--- config.mk ---
export PLATFORM = sky130hd
export DESIGN_NAME = local_maximum_3x3_detector_unit
export DESIGN_NICKNAME = d
export VERILOG_FILES = /design/src/lmd_pkg.sv /design/src/lmd_ram.sv /design/src/local_maximum_3x3_detector_unit.sv
export SDC_FILE = /design/constraint.sdc
export NUM_CORES = 2
export LEC_CHECK = 0
export ABC_AREA = 1
export BUFFER_PORTS_ARGS = -buffer_cell sky130_fd_sc_hd__clkbuf_2
export CORE_UTILIZATION = 45
export CTS_CLUSTER_SIZE = 25
export DETAILED_ROUTE_END_ITERATION = 10
export SLEW_MARGIN = 30
export SYNTH_ARGS = -nofsm -noshare
export SYNTH_HDL_FRONTEND = slang
export SYNTH_SLANG_ARGS = --single-unit
--- constraint.sdc ---
create_clock -name clk -period 7.6 [get_ports clk]
set_input_delay 0.76 -clock clk [delete_from_list [all_inputs] [get_ports clk]]
set_output_delay 0.76 -clock clk [all_outputs]
set_load 0.005 [all_outputs]
--- src/lmd_pkg.sv ---
// ----------------------------------------------------------------------------
// lmd_pkg
// Shared constants for the 3x3 local maximum detector: parameter defaults,
// configuration register indexes and port widths.
// ----------------------------------------------------------------------------
package lmd_pkg;

    // parameter defaults
    localparam int MAX_SIZE_DEF    = 32;
    localparam int VALUE_WIDTH_DEF = 16;

    // configuration port
    localparam int CFG_ADDR_W = 2;
    localparam int CFG_DATA_W = 6;

    localparam logic [CFG_ADDR_W-1:0] REG_MATRIX_SIZE  = CFG_ADDR_W'(0);
    localparam logic [CFG_ADDR_W-1:0] REG_COMPARE_MODE = CFG_ADDR_W'(1);

    localparam logic [CFG_DATA_W-1:0] SIZE_RESET = CFG_DATA_W'(32);
    localparam logic [CFG_DATA_W-1:0] SIZE_MIN   = CFG_DATA_W'(2);

    // compare modes
    localparam logic MODE_STRICT = 1'b0;
    localparam logic MODE_GE     = 1'b1;

endpackage

--- src/lmd_ram.sv ---
// ----------------------------------------------------------------------------
// lmd_ram
// Generic single-port-write, single-port-read RAM with registered read data.
// ----------------------------------------------------------------------------
module lmd_ram #(
    parameter int WIDTH = 32,
    parameter int DEPTH = 32
) (
    input  logic                     clk,
    input  logic                     we,
    input  logic [$clog2(DEPTH)-1:0] waddr,
    input  logic [WIDTH-1:0]         wdata,
    input  logic                     re,
    input  logic [$clog2(DEPTH)-1:0] raddr,
    output logic [WIDTH-1:0]         rdata
);

    logic [WIDTH-1:0] mem [DEPTH];

    always_ff @(posedge clk)
    begin
        if (we)
        begin
            mem[waddr] <= wdata;
        end
        if (re)
        begin
            rdata <= mem[raddr];
        end
    end

endmodule

--- src/local_maximum_3x3_detector_unit.sv ---
// ----------------------------------------------------------------------------
// local_maximum_3x3_detector_unit
// 3x3 non-maximum suppression over a square matrix streamed in raster order.
// ----------------------------------------------------------------------------
//
//  Channel   Dir  Handshake                 Contents
//  s_axis    in   s_axis_tvalid/tready      tdata: pixel_value
//  m_axis    out  m_axis_tvalid/tready      tdata: max_row, max_col, max_value
//                                           tlast: last_of_run
//  cfg       in   cfg_we (no wait)          cfg_addr: register, cfg_data: value
//
//  Steps: an item is accepted, the line store is read, one shared 8-neighbour
//  comparator bank then steps over the four possible candidates in turn, and
//  the maxima that the item decides (0 to 4) are then emitted one after
//  another, or the item ends with an idle check when there are none.
//  Reset clears counters, control and the configuration registers; the line
//  store and window hold no reset and are only used once written in the frame.
//  A stalled output keeps its item in the output register; the next input item
//  is accepted as soon as the last result has been loaded there.
//
module local_maximum_3x3_detector_unit #(
    parameter int MAX_SIZE    = lmd_pkg::MAX_SIZE_DEF,
    parameter int VALUE_WIDTH = lmd_pkg::VALUE_WIDTH_DEF
) (
    input  logic clk,
    input  logic rst_n,

    // pixel_value
    input  logic                                 s_axis_tvalid,
    output logic                                 s_axis_tready,
    input  logic [((VALUE_WIDTH+7)/8)*8-1:0]     s_axis_tdata,

    // max_row, max_col, max_value (lowest bit up)
    output logic                                 m_axis_tvalid,
    input  logic                                 m_axis_tready,
    output logic [((2*$clog2(MAX_SIZE)+VALUE_WIDTH+7)/8)*8-1:0] m_axis_tdata,
    output logic                                 m_axis_tlast,

    input  logic                                 cfg_we,
    input  logic [lmd_pkg::CFG_ADDR_W-1:0]       cfg_addr,
    input  logic [lmd_pkg::CFG_DATA_W-1:0]       cfg_data
);

    localparam int IDX_W   = $clog2(MAX_SIZE);
    localparam int VW      = VALUE_WIDTH;
    localparam int OUT_W   = ((2*IDX_W+VALUE_WIDTH+7)/8)*8;
    localparam int CW      = lmd_pkg::CFG_DATA_W;

    // control states
    localparam logic [1:0] ST_IDLE = 2'd0;
    localparam logic [1:0] ST_READ = 2'd1;
    localparam logic [1:0] ST_EVAL = 2'd2;
    localparam logic [1:0] ST_EMIT = 2'd3;

    // ------------------------------------------------------------------
    // configuration
    // ------------------------------------------------------------------
    logic [CW-1:0] size_reg;
    logic          mode_reg;
    logic          size_write;

    assign size_write = cfg_we && (cfg_addr == lmd_pkg::REG_MATRIX_SIZE);

    always_ff @(posedge clk or negedge rst_n)
    begin
        if (!rst_n)
        begin
            size_reg <= lmd_pkg::SIZE_RESET;
            mode_reg <= lmd_pkg::MODE_STRICT;
        end
        else if (cfg_we)
        begin
            unique case (cfg_addr)
                lmd_pkg::REG_MATRIX_SIZE:  size_reg <= cfg_data;
                lmd_pkg::REG_COMPARE_MODE: mode_reg <= cfg_data[0];
                default: ;
            endcase
        end
    end

    // side length clamped to [2, MAX_SIZE]
    logic [CW-1:0] n_eff;

    always_comb
    begin
        priority if (size_reg < lmd_pkg::SIZE_MIN)
            n_eff = lmd_pkg::SIZE_MIN;
        else if (size_reg > CW'(MAX_SIZE))
            n_eff = CW'(MAX_SIZE);
        else
            n_eff = size_reg;
    end

    // ------------------------------------------------------------------
    // raster position
    // ------------------------------------------------------------------
    logic [1:0]       state_reg, state_next;
    logic [IDX_W-1:0] row_cnt_reg, col_cnt_reg;
    logic [IDX_W-1:0] r_cur, c_cur;
    logic             last_row_cur, last_col_cur;
    logic             in_take;

    assign s_axis_tready = (state_reg == ST_IDLE);
    assign in_take       = s_axis_tvalid && s_axis_tready;

    assign r_cur        = (CW'(row_cnt_reg) >= n_eff) ? '0 : row_cnt_reg;
    assign c_cur        = (CW'(col_cnt_reg) >= n_eff) ? '0 : col_cnt_reg;
    assign last_row_cur = (CW'(r_cur) == n_eff - CW'(1));
    assign last_col_cur = (CW'(c_cur) == n_eff - CW'(1));

    always_ff @(posedge clk or negedge rst_n)
    begin
        if (!rst_n)
        begin
            row_cnt_reg <= '0;
            col_cnt_reg <= '0;
        end
        else if (size_write)
        begin
            // new size restarts the frame
            row_cnt_reg <= '0;
            col_cnt_reg <= '0;
        end
        else if (in_take)
        begin
            if (last_col_cur)
            begin
                col_cnt_reg <= '0;
                row_cnt_reg <= last_row_cur ? '0 : r_cur + IDX_W'(1);
            end
            else
            begin
                col_cnt_reg <= c_cur + IDX_W'(1);
                row_cnt_reg <= r_cur;
            end
        end
    end

    // per-item payload, captured at accept
    logic signed [VW-1:0] pix_reg;
    logic [IDX_W-1:0]     r_reg, c_reg;
    logic                 last_row_reg, last_col_reg;

    always_ff @(posedge clk)
    begin
        if (in_take)
        begin
            pix_reg      <= s_axis_tdata[VW-1:0];
            r_reg        <= r_cur;
            c_reg        <= c_cur;
            last_row_reg <= last_row_cur;
            last_col_reg <= last_col_cur;
        end
    end

    // ------------------------------------------------------------------
    // line store: entry c = {row r-1, row r-2} at column c.
    // Read at accept, written back in ST_READ; one item in flight, so a
    // read never meets a pending write to the same column.
    // ------------------------------------------------------------------
    logic [2*VW-1:0] ram_rdata;
    logic [2*VW-1:0] ram_wdata;
    logic            ram_we;

    assign ram_we    = (state_reg == ST_READ);
    assign ram_wdata = {pix_reg, ram_rdata[2*VW-1:VW]};

    lmd_ram #(
        .WIDTH (2*VW),
        .DEPTH (MAX_SIZE)
    ) u_line_store (
        .clk   (clk),
        .we    (ram_we),
        .waddr (c_reg),
        .wdata (ram_wdata),
        .re    (in_take),
        .raddr (c_cur),
        .rdata (ram_rdata)
    );

    // ------------------------------------------------------------------
    // 3x3 window: rows r-2..r, columns c-2..c
    // ------------------------------------------------------------------
    logic signed [VW-1:0] win_reg [3][3];

    always_ff @(posedge clk)
    begin
        if (state_reg == ST_READ)
        begin
            for (int i = 0; i < 3; i++)
            begin
                win_reg[i][0] <= win_reg[i][1];
                win_reg[i][1] <= win_reg[i][2];
            end
            win_reg[0][2] <= ram_rdata[VW-1:0];
            win_reg[1][2] <= ram_rdata[2*VW-1:VW];
            win_reg[2][2] <= pix_reg;
        end
    end

    // which window rows / columns lie inside the matrix
    logic [2:0] row_ok, col_ok;

    assign row_ok = {1'b1, (r_reg != '0), (r_reg > IDX_W'(1))};
    assign col_ok = {1'b1, (c_reg != '0), (c_reg > IDX_W'(1))};

    // ------------------------------------------------------------------
    // candidates, bit k: row r-1+k[1], column c-1+k[0]
    // bit 0 (r-1,c-1); bit 1 (r-1,c) on last column;
    // bit 2 (r,c-1) on last row; bit 3 (r,c) at frame end
    // ------------------------------------------------------------------
    logic [3:0] cand_reg;
    logic [3:0] hit_reg;
    logic [1:0] eval_idx_reg;

    // shared comparator bank for candidate eval_idx_reg
    logic [1:0]           cr, cc;
    logic [2:0]           nr, nc;
    logic signed [VW-1:0] centre;
    logic                 beats_all;

    always_comb
    begin
        cr        = eval_idx_reg[1] ? 2'd2 : 2'd1;
        cc        = eval_idx_reg[0] ? 2'd2 : 2'd1;
        centre    = win_reg[cr][cc];
        beats_all = 1'b1;
        nr        = '0;
        nc        = '0;
        for (int dr = 0; dr < 3; dr++)
        begin
            for (int dc = 0; dc < 3; dc++)
            begin
                nr = 3'(cr) + 3'(dr) - 3'd1;
                nc = 3'(cc) + 3'(dc) - 3'd1;
                if (!(dr == 1 && dc == 1) && (nr <= 3'd2) && (nc <= 3'd2)
                    && row_ok[nr[1:0]] && col_ok[nc[1:0]])
                begin
                    if (mode_reg == lmd_pkg::MODE_GE)
                    begin
                        if (centre < win_reg[nr[1:0]][nc[1:0]])
                            beats_all = 1'b0;
                    end
                    else
                    begin
                        if (centre <= win_reg[nr[1:0]][nc[1:0]])
                            beats_all = 1'b0;
                    end
                end
            end
        end
    end

    // lowest pending hit goes out first (raster order)
    logic [1:0] sel;
    logic [3:0] hit_rest;
    logic       out_free;

    always_comb
    begin
        sel = 2'd0;
        for (int i = 3; i >= 0; i--)
        begin
            if (hit_reg[i])
                sel = 2'(i);
        end
        hit_rest = hit_reg & ~(4'b0001 << sel);
    end

    // ------------------------------------------------------------------
    // output register
    // ------------------------------------------------------------------
    logic                 out_valid_reg;
    logic [IDX_W-1:0]     out_row_reg, out_col_reg;
    logic signed [VW-1:0] out_value_reg;
    logic                 out_last_reg;
    logic                 out_load;

    assign out_free = !out_valid_reg || m_axis_tready;
    assign out_load = (state_reg == ST_EMIT) && (hit_reg != '0) && out_free;

    always_ff @(posedge clk or negedge rst_n)
    begin
        if (!rst_n)
            out_valid_reg <= 1'b0;
        else if (out_load)
            out_valid_reg <= 1'b1;
        else if (m_axis_tready)
            out_valid_reg <= 1'b0;
    end

    always_ff @(posedge clk)
    begin
        if (out_load)
        begin
            out_row_reg   <= sel[1] ? r_reg : r_reg - IDX_W'(1);
            out_col_reg   <= sel[0] ? c_reg : c_reg - IDX_W'(1);
            out_value_reg <= win_reg[sel[1] ? 2'd2 : 2'd1][sel[0] ? 2'd2 : 2'd1];
            out_last_reg  <= (hit_rest == '0);
        end
    end

    assign m_axis_tvalid = out_valid_reg;
    assign m_axis_tdata  = OUT_W'({out_value_reg, out_col_reg, out_row_reg});
    assign m_axis_tlast  = out_last_reg;

    // ------------------------------------------------------------------
    // sequencer
    // ------------------------------------------------------------------
    always_comb
    begin
        state_next = state_reg;
        unique case (state_reg)
            ST_IDLE: if (in_take) state_next = ST_READ;
            ST_READ: state_next = ST_EVAL;
            ST_EVAL: if (eval_idx_reg == 2'd3) state_next = ST_EMIT;
            ST_EMIT:
            begin
                if (hit_reg == '0)
                    state_next = ST_IDLE;
                else if (out_free && (hit_rest == '0))
                    state_next = ST_IDLE;
            end
            default: state_next = ST_IDLE;
        endcase
    end

    always_ff @(posedge clk or negedge rst_n)
    begin
        if (!rst_n)
        begin
            state_reg    <= ST_IDLE;
            cand_reg     <= '0;
            hit_reg      <= '0;
            eval_idx_reg <= '0;
        end
        else
        begin
            state_reg <= state_next;
            unique case (state_reg)
                ST_READ:
                begin
                    cand_reg <= {last_row_reg && last_col_reg,
                                 last_row_reg && (c_reg != '0),
                                 (r_reg != '0) && last_col_reg,
                                 (r_reg != '0) && (c_reg != '0)};
                    hit_reg      <= '0;
                    eval_idx_reg <= '0;
                end
                ST_EVAL:
                begin
                    hit_reg[eval_idx_reg] <= cand_reg[eval_idx_reg] && beats_all;
                    eval_idx_reg          <= eval_idx_reg + 2'd1;
                end
                ST_EMIT:
                begin
                    if (out_load)
                        hit_reg <= hit_rest;
                end
                default: ;
            endcase
        end
    end

`ifndef SYNTHESIS
    // an accepted item always goes to the line store read next
    a_accept_to_read: assert property (@(posedge clk) disable iff (!rst_n)
        in_take |=> (state_reg == ST_READ))
        else $error("accepted item did not start a line store read");

    // evaluation always starts from the first candidate
    a_read_to_eval: assert property (@(posedge clk) disable iff (!rst_n)
        (state_reg == ST_READ) |=> (state_reg == ST_EVAL) && (eval_idx_reg == 2'd0))
        else $error("evaluation did not start at candidate zero");

    // only real candidates can be reported
    a_hit_subset: assert property (@(posedge clk) disable iff (!rst_n)
        (state_reg == ST_EMIT) |-> ((hit_reg & ~cand_reg) == 4'd0))
        else $error("hit on a position that is not a candidate");

    // raster position stays inside the matrix
    a_pos_range: assert property (@(posedge clk) disable iff (!rst_n)
        (CW'(row_cnt_reg) < n_eff) && (CW'(col_cnt_reg) < n_eff))
        else $error("raster counters outside the matrix");

    // loading the last result returns the sequencer to idle
    a_last_drains: assert property (@(posedge clk) disable iff (!rst_n)
        (out_load && (hit_rest == 4'd0)) |=> (state_reg == ST_IDLE))
        else $error("last result loaded but sequencer did not return to idle");
`endif

endmodule
==> metrics <==
PostCTS Resize Cnt 0; Final Cell Area 0.06253 mm2; total power 23,040 uW; Mapped Avg Cell Area 11.75 um2; Vias/cell 5.722; Max-Cap Viols 0; post-layout min period 5.202 ns; Synth Register Bits 1,285; total CTS buffers 136; routed metal-1 wirelength 66,200 um; Final Max Tran Viols 0; sequential area share after synthesis 68.85%; Place WS 2.439 ns; gr usage total 24.70%; DRT Pass-1 Iters 6; crit path max fanout 118; hold buffers post-CTS 0; setup violators final 0; clk_lat worst skew 0.76 ns; DP HPWL 82,450 um; Reg2Reg Depth 17; Final WS setup 2.398 ns; TritonCTS clock tree built; status complete, no violations; Layout Area Growth over Synthesis 12.02%; RePlAce Congestion 0.8794; Die Wd 354.2 um; Slowest Stage Delay on Critical Path 0.59 ns; die area 0.1255 mm2; Max IR drop VDD 0.3229 mV; Final Skew 0.02385 ns; CTS Sinks 1,285; Leak 0.02155 uW; remaining global-route overflow 0; Routed Wire Length 157,300 um; Mapped Area 0.05582 mm2; Initial Util 45.62%; Cells after Synth 4,750; # fillers 10.59k; Yosys cell types 39; worst relative slew slack 31.38%; Post-Route Setup TNS 0 ns; core footprint 0.1224 mm2; WL met2 74,810 um; critical path's most frequent cell nand2_1; critical path launch point type register; cells along the critical path nor2_1 -> o21ai_0 -> ha_1 -> inv_1 -> nor2_1 -> o211ai_1 -> and2_1 -> nand3_4 -> inv_8 -> buf_16 -> buf_12 -> o21ai_0 -> o211ai_1 -> nand3_1 -> nand2_1 -> nand2_1 -> nand2_1; number of port buffers 57; DR WL/cell 24.17 um; WL met3 11,500 um; Final Hold Fails 0; root buf cell clkbuf_16; Antenna Cells 0; RSZ-0062 raised after global routing no; I/O Pins 64; initial antenna violation count 1; Residual DRC 0; DRT iter0 DRCs 4,454; num rows 128; largest net degree at the start of global routing 169; Min-Delay Path Class in -> async; Worst Max-Slew Pin Slew 1.029 ns; CP endpoint kind register; H-tree levels 4; Final Hold Slack 0.09127 ns; CTS clk-pin slew, worst paths 0.06 ns; share of layout cells above drive strength 1 8.765%; max reg flops 1,024; number of global-route vias before repair 34.77k; uppermost layer routed met5; clk buf depth 3; # nets final 4,966; die height 354.2 um; Worst EP required 8.21 ns; period utilization 68.44%; Routed Antenna Nets 0; CP Class reg -> reg; first-pass GRT wire length 230,300 um; Max Freq 0.1922 GHz; post-CTS setup buffer count 0; Placement Cell Area 0.05825 mm2; Pwr Density 368.4 mW/mm2; WP data arrival 5.81 ns; CP max-delay cell nand3_4; Via Count 37.24k; Ys Warns 0
[critical path: cells and delay by family (launching register included)]
family / cells / cell delay [ns]
AND/OR/NAND/NOR: 8 / 1.40
buffers and inverters: 4 / 1.32
AO/OA/AOI/OAI: 4 / 1.07
flip-flops: 1 / 0.57
adder cells (fa/ha/maj): 1 / 0.35
[worst paths after layout]
kind | from | endpoint | slack, ns
setup / recovery | size_reg[5] | u_line_store.rdata[6] | 2.40
hold / removal | rst_n | hit_reg[3] | 0.09
setup reg to reg | size_reg[5] | u_line_store.rdata[6] | 2.40
hold reg to reg | u_line_store.rdata[8] | win_reg[0][8] | 0.42
max in group asynchronous | rst_n | eval_idx_reg[1] | 6.92
min in group clk | s_axis_tdata[14] | pix_reg[14] | 0.19
[cells by family (layout without fill, tap and decap cells)]
kind of cell / count (synthesis) / count (layout) / synth area share [%]
xor+xnor: 13 / 13 / 0.2040
compound gates: 1089 / 1089 / 11.10
fa+ha+maj: 155 / 155 / 3.474
simple gates: 1741 / 1741 / 12.47
buf+inv: 434 / 562 / 3.324
flops: 1285 / 1285 / 68.85
other cells: 1 / 6 / 0.006717
mux: 32 / 32 / 0.5738
[final cells by class]
| cell class | count | area, um2 | share of cell area [%] |
|---|---|---|---|
| flip-flops and latches | 1285 | 38450 | 61.48 |
| multi-input cells | 3036 | 15850 | 25.35 |
| clock buffers | 169 | 3548 | 5.674 |
| well taps | 1625 | 2033 | 3.251 |
| repair buffers | 170 | 1450 | 2.319 |
| clock inverters | 70 | 604.3 | 0.9664 |
| inverters | 153 | 598.1 | 0.9564 |
[Yosys cell counts (all sizes together)]
master | n | share of area (%)
a31oi | 2 | 0.022
dfrtp | 29 | 1.3
nand4 | 15 | 0.17
xor2 | 12 | 0.19
mux2i | 32 | 0.57
a211oi | 1 | 0.013
xnor2 | 1 | 0.016
o21ai | 709 | 6.4
ha | 155 | 3.5
a21o | 4 | 0.054
o211ai | 265 | 3.6
nand2 | 560 | 3.8
a22oi | 3 | 0.040
nor2 | 905 | 6.1
inv | 152 | 1.0
edfxtp | 1255 | 68
a21oi | 71 | 0.64
and2 | 1 | 0.011
or2 | 31 | 0.35
nor4 | 4 | 0.045
nand3 | 213 | 1.9
o21bai | 5 | 0.067
conb | 1 | 0.0067
buf | 127 | 1.3
o21a | 6 | 0.081
o22ai | 22 | 0.25
clkbuf | 154 | 1.0
a22o | 1 | 0.016
dfstp | 1 | 0.047
clkinv | 1 | 0.0067
nor3 | 12 | 0.11
[power breakdown]
group          internal, uW  switching, uW  leakage (uW)
clock                  3620           2730       0.00202
sequential             8720            487        0.0117
combinational          2390           5100       0.00779
total                 14700           8310        0.0215
[cells in the final DEF, fill, tap and decap left out, types with 27 or more instances in the layout]
cell type,Yosys,routed
edfxtp_1,1255,1255
o21ai_1,228,235
nor2_4,0,33
nand3_1,211,208
inv_1,146,142
nand2_1,559,559
clkinv_1,1,37
clkbuf_16,0,137
clkbuf_1,154,32
o211ai_1,265,265
mux2i_1,32,32
ha_1,155,154
clkbuf_2,0,57
nor2_1,904,870
a21oi_1,71,70
buf_4,27,70
dfrtp_1,29,27
o21ai_0,481,474
or2_2,31,31
[routing by layer]
layer | up-vias | track usage (%)
met3 | 262 | 3.928
met1 | 18390 | 34.26
li1 | 17170 | -
met5 | - | 0
met2 | 1410 | 39.87
met4 | 2 | 7.966
[stage by stage]
stage                     utilization (%)  cells
final                               51.11   6508
after global routing                51.11   6508
after CTS                           51.00   6499
after detailed placement            47.61   6260
after global placement              47.33   6235
after floorplan                         -   4755
Power figures use the tool's default switching activity.
